## src/hdl/ldr_pkg.sv

```systemverilog
package ldr_pkg;

   localparam int LEASE_SLOTS = 64;
   localparam int SLOT_W = $clog2(LEASE_SLOTS);
   localparam int CNT_W = $clog2(LEASE_SLOTS + 1);

   localparam int ID_W = 31;
   localparam int CLIENT_W = 16;
   localparam int CHUNK_W = 21;
   localparam int TIME_W = 32;
   localparam int EXPIRY_W = 33;
   localparam int STATUS_W = 3;
   localparam int MOVED_W = 7;
   localparam int CSR_IDX_W = 3;
   localparam int CSR_DATA_W = 32;

   localparam logic [1:0] CMD_REQUEST = 2'd0;
   localparam logic [1:0] CMD_COMMIT = 2'd1;
   localparam logic [1:0] CMD_RELEASE = 2'd2;

   localparam logic [STATUS_W-1:0] ST_OK = 3'd0;
   localparam logic [STATUS_W-1:0] ST_STOPPED = 3'd1;
   localparam logic [STATUS_W-1:0] ST_NO_RANGE = 3'd2;
   localparam logic [STATUS_W-1:0] ST_UNKNOWN_TASK = 3'd3;
   localparam logic [STATUS_W-1:0] ST_CLIENT_MISMATCH = 3'd4;
   localparam logic [STATUS_W-1:0] ST_TABLE_FULL = 3'd5;

   localparam logic [CSR_IDX_W-1:0] CSR_RUNNING = 3'd0;
   localparam logic [CSR_IDX_W-1:0] CSR_RANGE_END = 3'd1;
   localparam logic [CSR_IDX_W-1:0] CSR_START_POSITION = 3'd2;
   localparam logic [CSR_IDX_W-1:0] CSR_FIRST_TASK_ID = 3'd3;
   localparam logic [CSR_IDX_W-1:0] CSR_LEASE_TIMEOUT = 3'd4;

   localparam logic [TIME_W-1:0] TIMEOUT_RESET = 32'd60;

   typedef struct packed {
      logic [ID_W-1:0]     task_id;
      logic [CLIENT_W-1:0] client;
      logic [ID_W-1:0]     first;
      logic [ID_W-1:0]     limit;
      logic [EXPIRY_W-1:0] expiry;
   } lease_type;

   typedef struct packed {
      logic [ID_W-1:0] first;
      logic [ID_W-1:0] limit;
   } range_type;

   typedef enum logic [3:0] {
      S_IDLE,
      S_DECIDE,
      S_POP_RD,
      S_POP_TAKE,
      S_FREE_SCAN,
      S_HIT_RD,
      S_HIT_EV,
      S_MARK_RD,
      S_MARK_EV,
      S_SEL_RD,
      S_SEL_EV,
      S_PUSH,
      S_FINISH
   } state_type;

   typedef struct packed {
      logic                latch;
      logic                status_wr;
      logic [STATUS_W-1:0] status_sel;
      logic                fresh;
      logic                pop_take;
      logic                free_chk;
      logic                scan_clr;
      logic                scan_inc;
      logic                hit_ev;
      logic                mark_ev;
      logic                sel_ev;
      logic                push;
      logic                load_out;
   } dp_cmd_type;

   typedef struct packed {
      logic [1:0] op;
      logic       running;
      logic       fifo_nonempty;
      logic       no_range;
      logic       table_full;
      logic       scan_last;
      logic       slot_free;
      logic       hit;
      logic       best_found;
      logic       out_free;
   } dp_sts_type;

endpackage

```

## src/hdl/ldr_ctrl.sv

```systemverilog
module ldr_ctrl (
   input  logic                clock,
   input  logic                reset,
   input  logic                req_valid,
   output logic                req_ready,
   input  ldr_pkg::dp_sts_type sts,
   output ldr_pkg::dp_cmd_type cmd
);
   import ldr_pkg::*;

   state_type state_ff, state_in;

   always_ff @(posedge clock) begin
      if (reset) begin
         state_ff <= S_IDLE;
      end else begin
         state_ff <= state_in;
      end
   end

   always_comb begin
      state_in = state_ff;
      unique case (state_ff)
         S_IDLE: begin
            if (req_valid) state_in = S_DECIDE;
         end
         S_DECIDE: begin
            case (sts.op)
               CMD_REQUEST: begin
                  if (!sts.running) state_in = S_FINISH;
                  else if (sts.fifo_nonempty) state_in = S_POP_RD;
                  else if (sts.no_range || sts.table_full) state_in = S_FINISH;
                  else state_in = S_FREE_SCAN;
               end
               CMD_COMMIT: state_in = S_HIT_RD;
               CMD_RELEASE: state_in = S_MARK_RD;
               default: state_in = S_FINISH;
            endcase
         end
         S_POP_RD: state_in = S_POP_TAKE;
         S_POP_TAKE: state_in = S_FREE_SCAN;
         S_FREE_SCAN: begin
            if (sts.slot_free) state_in = S_FINISH;
         end
         S_HIT_RD: state_in = S_HIT_EV;
         S_HIT_EV: begin
            if (sts.hit || sts.scan_last) state_in = S_MARK_RD;
            else state_in = S_HIT_RD;
         end
         S_MARK_RD: state_in = S_MARK_EV;
         S_MARK_EV: begin
            if (sts.scan_last) state_in = S_SEL_RD;
            else state_in = S_MARK_RD;
         end
         S_SEL_RD: state_in = S_SEL_EV;
         S_SEL_EV: begin
            if (sts.scan_last) state_in = S_PUSH;
            else state_in = S_SEL_RD;
         end
         S_PUSH: begin
            if (sts.best_found) state_in = S_SEL_RD;
            else state_in = S_FINISH;
         end
         S_FINISH: begin
            if (sts.out_free) state_in = S_IDLE;
         end
         default: state_in = S_IDLE;
      endcase
   end

   always_comb begin
      cmd = '0;
      req_ready = 1'b0;
      unique case (state_ff)
         S_IDLE: begin
            req_ready = 1'b1;
            cmd.latch = req_valid;
         end
         S_DECIDE: begin
            cmd.scan_clr = 1'b1;
            if (sts.op == CMD_REQUEST) begin
               if (!sts.running) begin
                  cmd.status_wr = 1'b1;
                  cmd.status_sel = ST_STOPPED;
               end else if (sts.fifo_nonempty) begin
                  cmd.status_wr = 1'b0;
               end else if (sts.no_range) begin
                  cmd.status_wr = 1'b1;
                  cmd.status_sel = ST_NO_RANGE;
               end else if (sts.table_full) begin
                  cmd.status_wr = 1'b1;
                  cmd.status_sel = ST_TABLE_FULL;
               end else begin
                  cmd.fresh = 1'b1;
               end
            end
         end
         S_POP_RD: cmd.status_wr = 1'b0;
         S_POP_TAKE: cmd.pop_take = 1'b1;
         S_FREE_SCAN: begin
            cmd.free_chk = 1'b1;
            cmd.scan_inc = !sts.slot_free;
         end
         S_HIT_RD: cmd.status_wr = 1'b0;
         S_HIT_EV: begin
            cmd.hit_ev = 1'b1;
            if (sts.hit) begin
               cmd.scan_clr = 1'b1;
            end else if (sts.scan_last) begin
               cmd.status_wr = 1'b1;
               cmd.status_sel = ST_UNKNOWN_TASK;
               cmd.scan_clr = 1'b1;
            end else begin
               cmd.scan_inc = 1'b1;
            end
         end
         S_MARK_RD: cmd.status_wr = 1'b0;
         S_MARK_EV: begin
            cmd.mark_ev = 1'b1;
            cmd.scan_clr = sts.scan_last;
            cmd.scan_inc = !sts.scan_last;
         end
         S_SEL_RD: cmd.status_wr = 1'b0;
         S_SEL_EV: begin
            cmd.sel_ev = 1'b1;
            cmd.scan_inc = !sts.scan_last;
         end
         S_PUSH: begin
            cmd.push = sts.best_found;
            cmd.scan_clr = 1'b1;
         end
         S_FINISH: cmd.load_out = sts.out_free;
         default: cmd.status_wr = 1'b0;
      endcase
   end
endmodule

```

## config.mk

```make
export PLATFORM = sky130hd
export DESIGN_NAME = ldr_ctrl
export DESIGN_NICKNAME = d
export VERILOG_FILES = /design/src/hdl/ldr_pkg.sv /design/src/hdl/ldr_ctrl.sv
export SDC_FILE = /design/constraint.sdc
export NUM_CORES = 1
export LEC_CHECK = 0
export BUFFER_PORTS_ARGS = -buffer_cell sky130_fd_sc_hd__buf_2
export CORE_MARGIN = 2
export CORE_UTILIZATION = 30
export CTS_CLUSTER_SIZE = 8
export DETAILED_ROUTE_END_ITERATION = 6
export PLACE_DENSITY_LB_ADDON = 0.25
export RECOVER_POWER = 50
export SLEW_MARGIN = 20
export SYNTH_ARGS = -nofsm -noshare
export SYNTH_HDL_FRONTEND = slang
export SYNTH_SLANG_ARGS = --single-unit
```

## constraint.sdc

```tcl
create_clock -name clock -period 4.4 [get_ports clock]
set_clock_uncertainty 0.05 [all_clocks]
set_input_delay 0.88 -clock clock [delete_from_list [all_inputs] [get_ports clock]]
set_output_delay 0.88 -clock clock [all_outputs]
set_load 0.005 [all_outputs]
```

==> impl_metrics.env, run 1 <==
export IMPL_status="finished, final reports clean"
export IMPL_fmax_ghz=0.332
export IMPL_slowest_delay_ns=0.44
export IMPL_synthMuxAreaShare_pct=0
export IMPL_cp_slowest_cell="or3b_4"
export IMPL_utilization_pct=39.7
export IMPL_worstPathRequired_ns=3.47
export IMPL_relSlewSlack_pct=64.3
export IMPL_drt_iter0_markers=15
export IMPL_cts_tree="yes"
export IMPL_grt_pass1_wl_mm=3.00
export IMPL_ys_seq_area_share_pct=12.9
export IMPL_fin_area_um2=778
export IMPL_total_power_w=0.000403
export IMPL_clock_path_buffers=2
export IMPL_fin_crit_ns=3.01
export IMPL_drive_above_1_share_pct=26.4
export IMPL_syn_num_nets=113
export IMPL_htreeDepth=1
export IMPL_cts_sinks=4
export IMPL_area_growth_synth_to_final_pct=24.9
export IMPL_arrival_ns=2.08
export IMPL_grtUsageTotal_pct=15.2
export IMPL_tns_ns=0
export IMPL_drtAntennaViolNets=0
export IMPL_powerDensity_nw_per_um2=518
export IMPL_synth_distinct_cells=36
export IMPL_syn_avg_cell_area_um2=6.42
export IMPL_n_antenna_cell=0
export IMPL_crit_family="simple AND/OR/NAND/NOR gates"
export IMPL_post_route_period_util_pct=68.4
export IMPL_synthAdderAreaFrac_pct=4.02
export IMPL_grt_antenna_before_repair=0
export IMPL_ctsResizeCount=0
export IMPL_path_clk_slew_ns=0.04
export IMPL_grt_setup_unrepaired="no"
export IMPL_dpl_hpwl_mm=1.41
export IMPL_numCtsBuffers=3
export IMPL_endpoint_kind="primary output"
export IMPL_cp_max_fo=4
export IMPL_setup_viol=0
export IMPL_avgRoutedWirePerCell_um=12.1
export IMPL_synth_compound_area_share_pct=31.7
export IMPL_fp_coreArea_um2=1960
export IMPL_crit_path_start_kind="input pin"
export IMPL_synth_top_family_by_area="simple AND/OR/NAND/NOR gates"
export IMPL_gp_congestion=0.810
export IMPL_crit_top_cell="buf_2"
export IMPL_hold_violations=0
export IMPL_ios=30
export IMPL_hold_path_class="reg -> reg"
export IMPL_placed_cell_area_um2=767
export IMPL_slew_viol_final=0
export IMPL_avgViaCountPerCell=5.30
export IMPL_initial_core_util_pct=31.8
export IMPL_critPathKind="in -> out"
export IMPL_ctsHoldBuffers=0
export IMPL_grt_overflow_total=0
export IMPL_die_y_um=49.6
export IMPL_p_leak_nw=0.344
export IMPL_vias=784
export IMPL_yosys_warnings=0
export IMPL_synthXorXnorAreaFrac_pct=0
export IMPL_largest_reg_flops=4
export IMPL_io_buffer_count=29
export IMPL_n_fill_cell=240
export IMPL_reg_top3="state_ff x4"
export IMPL_syn_area_um2=623
export IMPL_grt_max_degree=18
export IMPL_cts_setup_buffers=0
export IMPL_largest_register="state_ff"
export IMPL_cts_root_buffer="clkbuf_4"
export IMPL_path_cells="buf_2 -> inv_1 -> ha_1 -> nand3_1 -> or3b_4 -> nor3_2 -> buf_2"
export IMPL_cap_viol_max_count=0
export IMPL_grt_pass1_vias=725
export IMPL_wl_mm=1.79
export IMPL_die_area_um2=2460
export IMPL_drc_errors=0
export IMPL_fin_nets=139
export IMPL_die_x_um=49.6
export IMPL_synth_seq_cells=4
export IMPL_tightest_slew_ns=0.535
export IMPL_power_ir_vdd_worst_v=0.000299
export IMPL_worst_path_buf_inv=3
export IMPL_rows=16
export IMPL_synth_simple_area_share_pct=42.8
export IMPL_dr_pass1_iters=4
export IMPL_synthCells=97
export IMPL_clk_insertion_delay_late_ns=0.23
worst reg2reg max path, cell delays in order, from the launching register on:
cell	delay [ns]
dfxtp_1	0.60
or2_0	0.49
o21ai_0	0.14
a21o_1	0.21
a221oi_1	0.28
final timing paths:
kind / from / end / slack [ns] / cells past startpoint
setup / recovery: sts[10] / cmd[9] / 1.39 / 7
hold / removal: state_ff[0] / state_ff[1] / 0.64 / 2
setup reg to reg: state_ff[1] / state_ff[3] / 2.52 / 4
hold reg to reg: state_ff[0] / state_ff[1] / 0.64 / 2
area by class of cell:
class | count | area, um2 | area share [%]
multi-input combinational | 80 | 483 | 62.1
clock buffer | 3 | 22.5 | 2.89
sequential | 4 | 80.1 | 10.3
inverter | 5 | 18.8 | 2.41
timing repair buffer | 29 | 140 | 18.0
tap | 27 | 33.8 | 4.34
per-layer routing:
metal  GRT usage [%]  part of all wire, %
met5               0                    0
met4            1.85                    0
met3            4.85                  5.7
met2            25.6                   46
met1            19.3                   48
logic make-up (layout without fill, tap and decap cells):
family          count (synthesis)  count (layout)
fa+ha+maj                       2               2
compound gates                 29              29
buf+inv                        13              37
simple gates                   49              49
flops                           4               4
power breakdown:
group          internal [W]  switching (W)   total, W
Sequential        0.0000520      0.0000588   0.000111
Clock             0.0000304      0.0000141  0.0000446
Combinational      0.000117       0.000130   0.000248
placed cells by master (no fill, tap or decap), drive strengths merged, types with 2 or more instances in the layout:
cell and instances:
a21boi 2, a21oi 7, buf 23, clkbuf 9, dfxtp 4, ha 2
inv 5, nand2 4, nand2b 4, nand3 5, nand4b 2, nor2 17
nor2b 2, nor3 4, nor3b 2, nor4 2, o21ai 9, o22a 2
o31ai 2
Yosys cell counts (all sizes together):
cell    number  share of area (%)
a21boi       2                2.4
a21o         1                1.2
a21oi        7                5.6
a221oi       1                2.4
a31oi        1                1.0
and2b        1                1.2
and3         1                1.0
buf          4                3.2
clkbuf       4                2.4
dfxtp        4                 13
ha           2                4.0
inv          5                3.0
nand2        4                2.4
nand2b       4                4.0
nand3        5                4.0
nand3b       1                1.2
nand4b       2                2.8
nor2        17                 10
nor2b        2                2.0
nor3         4                4.0
nor3b        2                2.4
nor4         2                2.0
o211ai       1                1.2
o21a         1                1.2
o21ai        9                7.8
o22a         2                2.8
o22ai        1                1.0
o31ai        2                2.4
o32ai        1                2.6
or2          1                1.0
or3          1                1.0
or3b         1                1.8
or4b         1                1.6
metrics by stage:
step	cells	hold slack (ns)	worst slack, ns
global route	148	0.674	1.29
floorplan	97	0.612	1.73
global placement	145	0.650	1.48
finish	148	0.639	1.39
detailed placement	145	0.643	1.38
CTS	148	0.644	1.38
Power figures use the tool's default switching activity.
==> inputs of run 2 (changes only) <==
clock period = 2.55 ns   (was 4.4 ns; I/O delays follow)
==> impl_metrics.env, run 2 (synthesis results as in run 1) <==
export IMPL_status="finished, final reports clean"
export IMPL_grt_pass1_vias=678
export IMPL_crit_path_start_kind="input pin"
export IMPL_cts_setup_buffers=0
export IMPL_largest_reg_flops=4
export IMPL_worstPathRequired_ns=1.99
export IMPL_largest_register="state_ff"
export IMPL_clock_power_share_pct=11.1
export IMPL_gp_congestion=0.853
export IMPL_mostFrequentLayoutCells="buf_2, nor2_1, a21oi_1, o21ai_0"
export IMPL_grt_setup_unrepaired="no"
export IMPL_cp_max_fo=4
export IMPL_vias=793
export IMPL_final_common_cell="buf_2"
export IMPL_hold_depth=2
export IMPL_layout_setup_ws_ns=0.310
export IMPL_power_ir_vdd_worst_v=0.000746
export IMPL_drc_errors=0
export IMPL_cts_sinks=4
export IMPL_dr_pass1_iters=4
export IMPL_ios=30
export IMPL_hold_violations=0
export IMPL_arrival_ns=1.68
export IMPL_htreeDepth=1
export IMPL_post_route_period_util_pct=87.8
export IMPL_area_growth_synth_to_final_pct=30.5
export IMPL_p_leak_nw=0.362
export IMPL_fin_crit_ns=2.24
export IMPL_wl_mm=1.73
export IMPL_avgViaCountPerCell=5.22
export IMPL_critPathKind="in -> out"
export IMPL_io_buffer_count=29
export IMPL_netSwitchingFraction_pct=48.7
export IMPL_n_antenna_cell=0
export IMPL_wl_met1_um=785
export IMPL_drive_above_1_share_pct=28.8
export IMPL_fp_coreArea_um2=1960
export IMPL_clk_insertion_delay_late_ns=0.24
export IMPL_die_x_um=49.6
export IMPL_maxUsedRoutingLayer="met3"
export IMPL_clock_path_buffers=2
export IMPL_ctsResizeCount=0
export IMPL_grtUsageTotal_pct=15.0
export IMPL_cts_root_buffer="clkbuf_4"
export IMPL_p_int_w=0.000378
export IMPL_powerDensity_nw_per_um2=906
export IMPL_preCtsSetupSlack_ns=0.296
export IMPL_die_y_um=49.6
export IMPL_ctsHoldBuffers=0
export IMPL_grt_pass1_wl_mm=2.95
export IMPL_rows=16
export IMPL_wl_met3_um=176
export IMPL_tns_ns=0
export IMPL_p_comb_share_pct=73.5
export IMPL_initial_core_util_pct=31.8
export IMPL_avgRoutedWirePerCell_um=11.4
export IMPL_fin_nets=143
export IMPL_cts_tree="yes"
export IMPL_endpoint_kind="primary output"
export IMPL_numCtsBuffers=3
export IMPL_r2r_cells=5
export IMPL_setup_viol=0
export IMPL_slew_viol_final=0
export IMPL_tightest_slew_ns=0.485
export IMPL_dr_wl_met2_um=769
export IMPL_fmax_ghz=0.446
export IMPL_grt_antenna_before_repair=0
export IMPL_drtAntennaViolNets=0
export IMPL_cap_viol_max_count=0
export IMPL_die_area_um2=2460
export IMPL_grt_overflow_total=0
export IMPL_n_fill_cell=233
export IMPL_drt_iter0_markers=26
export IMPL_grt_max_degree=17
export IMPL_p_sw_w=0.000359
export IMPL_pwr_share_seq_pct=15.4
export IMPL_relSlewSlack_pct=67.7
export IMPL_hold_path_class="in -> reg"
export IMPL_dpl_hpwl_mm=1.39
export IMPL_path_clk_slew_ns=0.03
export IMPL_reg_top3="state_ff x4"
run 2: layout make-up:
cell class / count / area, um2 / area share (%)
repair buffers: 33 / 169 / 20.8
clock buffers: 3 / 22.5 / 2.77
well taps: 27 / 33.8 / 4.15
inverters: 5 / 18.8 / 2.31
flip-flops and latches: 4 / 80.1 / 9.85
multi-input cells: 80 / 489 / 60.2
run 2: worst max-delay path: stages:
cell and delay, ns:
clkbuf_1 0.10, inv_1 0.07, ha_1 0.20, nand3_1 0.12
or3b_4 0.44, nor2_1 0.12, buf_2 0.12
run 2: per-stage QoR:
stage,area (um2),total power (W),hold WS (ns),cells,utilization (%)
3_3_place_gp,797,0.000664,0.537,149,40.6
4_1_cts,820,0.000744,0.443,152,41.8
2_1_floorplan,623,0.000506,0.526,97,-
3_5_place_dp,797,0.000660,0.541,149,40.6
5_1_grt,813,0.000814,0.448,152,41.5
6_report,813,0.000737,0.451,152,41.5
run 2: metal layers:
layer,global-route usage [%],up-vias
met4,2.31,0
met3,6.36,0
li1,-,406
met5,0,-
met1,20.7,346
met2,22.0,41
run 2: worst paths after layout:
path | start | endpoint | slack, ns
min | reset | state_ff[3] | 0.45
max reg2reg | state_ff[1] | state_ff[3] | 0.88
min reg2reg | state_ff[3] | state_ff[1] | 0.54
max | sts[10] | cmd[12] | 0.31
run 2: power groups by stage:
stage	Combinational [W]	Clock, W	Sequential (W)
3_3_place_gp	0.000550	0	0.000114
6_report	0.000542	0.0000817	0.000113
3_5_place_dp	0.000546	0	0.000114
5_1_grt	0.000607	0.0000881	0.000118
2_1_floorplan	0.000405	0	0.000101
4_1_cts	0.000547	0.0000838	0.000113
